[src/hdl/sbi_edge_check.sv]
// Final decision for one box edge from its exact cross products.
// Standalone combinational logic; used by segment_box_intersection_test.
module sbi_edge_check #(
    parameter int VAL_BITS = 35
) (
    input  logic signed [VAL_BITS-1:0] cr,
    input  logic signed [VAL_BITS-1:0] cs,
    input  logic signed [VAL_BITS-1:0] den,
    input  logic                       overlap,
    output logic                       hit
);

    logic signed [VAL_BITS:0] cr_ext;
    logic signed [VAL_BITS:0] cs_ext;
    logic signed [VAL_BITS:0] den_ext;
    logic signed [VAL_BITS:0] cr_diff;
    logic signed [VAL_BITS:0] cs_diff;
    logic                     cr_zero;
    logic                     den_zero;
    logic                     den_neg;
    logic                     cr_in;
    logic                     cs_in;

    assign cr_ext  = {cr[VAL_BITS-1], cr};
    assign cs_ext  = {cs[VAL_BITS-1], cs};
    assign den_ext = {den[VAL_BITS-1], den};
    assign cr_diff = cr_ext - den_ext;
    assign cs_diff = cs_ext - den_ext;

    assign cr_zero  = (cr == '0);
    assign den_zero = (den == '0);
    assign den_neg  = den[VAL_BITS-1];

    // A value lies in the closed range from zero to den, whichever sign den has.
    always_comb begin
        if (!den_neg) begin
            cr_in = !cr[VAL_BITS-1] && (cr_diff[VAL_BITS] || (cr_diff == '0));
            cs_in = !cs[VAL_BITS-1] && (cs_diff[VAL_BITS] || (cs_diff == '0));
        end else begin
            cr_in = (cr[VAL_BITS-1] || cr_zero) && !cr_diff[VAL_BITS];
            cs_in = (cs[VAL_BITS-1] || (cs == '0)) && !cs_diff[VAL_BITS];
        end
    end

    // When the end point sits on the edge's line only the overlap test counts;
    // otherwise parallel lines never hit.
    assign hit = cr_zero ? overlap : (!den_zero && cr_in && cs_in);

endmodule

[config.mk]
export PLATFORM = sky130hd
export DESIGN_NAME = sbi_edge_check
export DESIGN_NICKNAME = d
export VERILOG_FILES = /design/src/hdl/sbi_edge_check.sv
export SDC_FILE = /design/constraint.sdc
export NUM_CORES = 1
export LEC_CHECK = 0
export BUFFER_PORTS_ARGS = -buffer_cell sky130_fd_sc_hd__buf_2
export CAP_MARGIN = 15
export CORE_MARGIN = 3
export CORE_UTILIZATION = 59
export DETAILED_ROUTE_END_ITERATION = 8
export GPL_ROUTABILITY_DRIVEN = 0
export GPL_TIMING_DRIVEN = 0
export PLACE_DENSITY = 0.85
export SYNTH_ARGS = -nofsm -noshare
export SYNTH_HDL_FRONTEND = slang
export SYNTH_SLANG_ARGS = --single-unit
[constraint.sdc]
create_clock -name vclk -period 4.7
set_input_delay 0.47 -clock vclk [all_inputs]
set_output_delay 0.47 -clock vclk [all_outputs]
set_load 0.05 [all_outputs]
==> impl_summary.log <==
[metrics] result of the run: finished, final reports clean
[metrics] register cell area after layout: 0 um2
[metrics] detailed-route vias per instance: 6.868
[metrics] full die area: 0.01005 mm2
[metrics] maximum net fanout on the critical path: 10
[metrics] Tightest Pin Transition: 0.7437 ns
[metrics] final worst path period need: 4.612 ns
[metrics] fraction of final layout cells with drive strength greater than 1: 0.1510
[metrics] routed wire length: 19180 um
[metrics] DRC viols: 0
[metrics] total vias in the final route: 7136
[metrics] sequential cell count of the final layout: 0
[metrics] number of violations reported at the end of detailed-routing iteration 0: 505
[metrics] Hold Fails Final Rpt: 0
[metrics] RSZ-0062 raised after global routing: false
[metrics] initial antenna violation count: 0
[metrics] placeable core area: 0.008423 mm2
[metrics] largest cells by area after synthesis: ha_1, a21oi_1, nor2_1, nand2_1, inv_1
[metrics] largest net degree at the start of global routing: 11
[metrics] first drt pass iteration count: 5
[metrics] peak supply drop: 66.63 uV
[metrics] arrival time of data at the critical path endpoint: 4.14 ns
[metrics] layout overhead on the synthesized area: 14.14%
[metrics] Port Buffer Count: 107
[metrics] count of max-cap constraint violations: 0
[metrics] leading area contributor after synthesis: ha_1
[metrics] worst setup slack after layout: 0.08780 ns
[metrics] portion of synthesized cell area occupied by the leading cell type: 0.1672
[metrics] Row Count: 33
[metrics] max-slew violations: 0
[metrics] height of the chip: 100.2 um
[metrics] initial core utilization: 0.6220
[metrics] pre-CTS setup slack: -0.1085 ns
[metrics] syn_nets: 1006
[metrics] unique cell type count in the Yosys netlist: 77
[metrics] remaining antenna violation count after routing: 0
[metrics] dpl hpwl: 16190 um
[metrics] Seq/Total Area, Yosys: 0
[metrics] Chip Width: 100.2 um
[metrics] Period Utilization, post-route: 0.9813
[metrics] worst-case headroom to the max-slew limit: 0.4990
[metrics] power per standard cell area: 136.2 mW/mm2
[metrics] vias in the first global route: 6408
[metrics] sum of overflow across all layers after global routing: 0
[metrics] overall fraction of global-route tracks in use: 0.3632
[metrics] layout clock buffer count: 0
[metrics] global-route wire length before repair: 30370 um
[metrics] Hold Buf Count CTS: 0
[metrics] gate count of the mapped netlist: 828
[metrics] data required time of the critical path: 4.23 ns
[metrics] final number of setup-violating endpoints: 0
[metrics] Wirelength per Cell: 18.46 um
[metrics] io pins: 107
[metrics] static leakage: 2.604 nW
[metrics] Fmax achieved: 216.8 MHz
[metrics] path class of the lowest-slack min-delay path: input pin to output pin
[metrics] Worst Setup End Kind: output pin
[metrics] Syn Area/Cell: 6.327 um2
[metrics] Synth warnings: 0
[metrics] setup TNS after final layout: 0 ns
[metrics] class of the most critical setup path: input pin to output pin
[metrics] area of the mapped netlist: 0.005239 mm2
[metrics] startpoint type of the worst setup path: input pin
[metrics] n_diodes: 0
[metrics] number of nets at the end of the flow: 1114
[Yosys cell counts, types with 10 or more instances]
| master | count |
|---|---|
| a211oi_1 | 14 |
| nand2_1 | 72 |
| a21o_1 | 18 |
| clkbuf_1 | 32 |
| a21oi_1 | 84 |
| nor4_1 | 38 |
| a31oi_1 | 10 |
| nor3_1 | 28 |
| o21ai_0 | 51 |
| nand2b_1 | 14 |
| nand3_1 | 18 |
| nand4_1 | 27 |
| ha_1 | 70 |
| xnor2_1 | 13 |
| o21a_1 | 11 |
| inv_1 | 69 |
| xor2_1 | 13 |
| o211ai_1 | 14 |
| nor2_1 | 75 |
[stage by stage]
| stage | hold slack (ns) | cell area (um2) | total power, mW | util | std cells |
|---|---|---|---|---|---|
| floorplan | 1.219 | 5239 | 0.5598 | - | 828 |
| global placement | 1.518 | 5906 | 0.7593 | 0.7011 | 1040 |
| detailed placement | 1.550 | 5906 | 0.7696 | 0.7011 | 1040 |
| CTS | 1.550 | 5918 | 0.7764 | 0.7026 | 1040 |
| global route | 1.564 | 5979 | 0.8951 | 0.7099 | 1039 |
| finish | 1.562 | 5979 | 0.8147 | 0.7099 | 1039 |
[layout by cell type (no fill, tap or decap), drive strengths merged, types with 9 or more instances in the layout]
master,count
ha,70
nand2,73
a21o,19
o211ai,14
buf,111
o21a,11
nand4,27
xor2,13
a211oi,15
o21bai,9
nor2b,9
nor4,40
xnor2,13
a21oi,84
nand3,18
o21ai,60
nand2b,14
nor3,28
a31oi,11
inv,69
nor2,75
clkbuf,31
[routing by layer]
layer	up-vias	global-route usage	wire length, um
met5	-	0	0
met4	0	0.1523	1093
met3	105	0.01946	1764
met2	431	0.6172	8944
met1	3218	0.4759	7373
li1	3382	-	-
[report_power, final]
part	total, mW	switching (mW)	leakage, nW	internal [mW]
sequential	0	0	0	0
combinational	0.815	0.506	2.60	0.309
clock	0	0	0	0
total	0.815	0.506	2.60	0.309
[final timing paths]
| kind | from | end | slack, ns | depth (start not counted) |
|---|---|---|---|---|
| worst max-delay path | den[28] | hit | 0.09 | 15 |
| worst min-delay path | cr[34] | hit | 1.56 | 5 |
[cell families after synthesis]
group                    share of synthesized area
adder cells (fa/ha/maj)                     0.1748
buffers and inverters                      0.07762
AO/OA/AOI/OAI                               0.3867
multiplexers                               0.01576
AND/OR/NAND/NOR                             0.3016
XOR/XNOR                                   0.04347
[worst max-delay path, stage by stage]
cell	delay, ns
buf_2	0.10
inv_1	0.10
ha_1	0.23
clkbuf_1	0.23
a21oi_2	0.26
o21ai_0	0.18
a221oi_2	0.43
nand3b_1	0.14
o31ai_2	0.31
mux2_1	0.36
or4_1	0.53
nor4_2	0.28
nor2_1	0.09
a211oi_2	0.16
clkbuf_4	0.26
[repair_timing]
item	in CTS	in global routing
hold endpoints to repair	0	0
buffers inserted	0	1
setup endpoints to repair	1	1
pin swaps	0	1
resized for setup	2	16
[final cells by class]
cell class / instances / area [um2]
plain buffers: 34 / 141.4
repair buffers: 108 / 545.5
well taps: 105 / 131.4
fillers: 778 / 2444
multi-input cells: 723 / 4902
inverters: 69 / 259.0
Power figures use the tool's default switching activity.
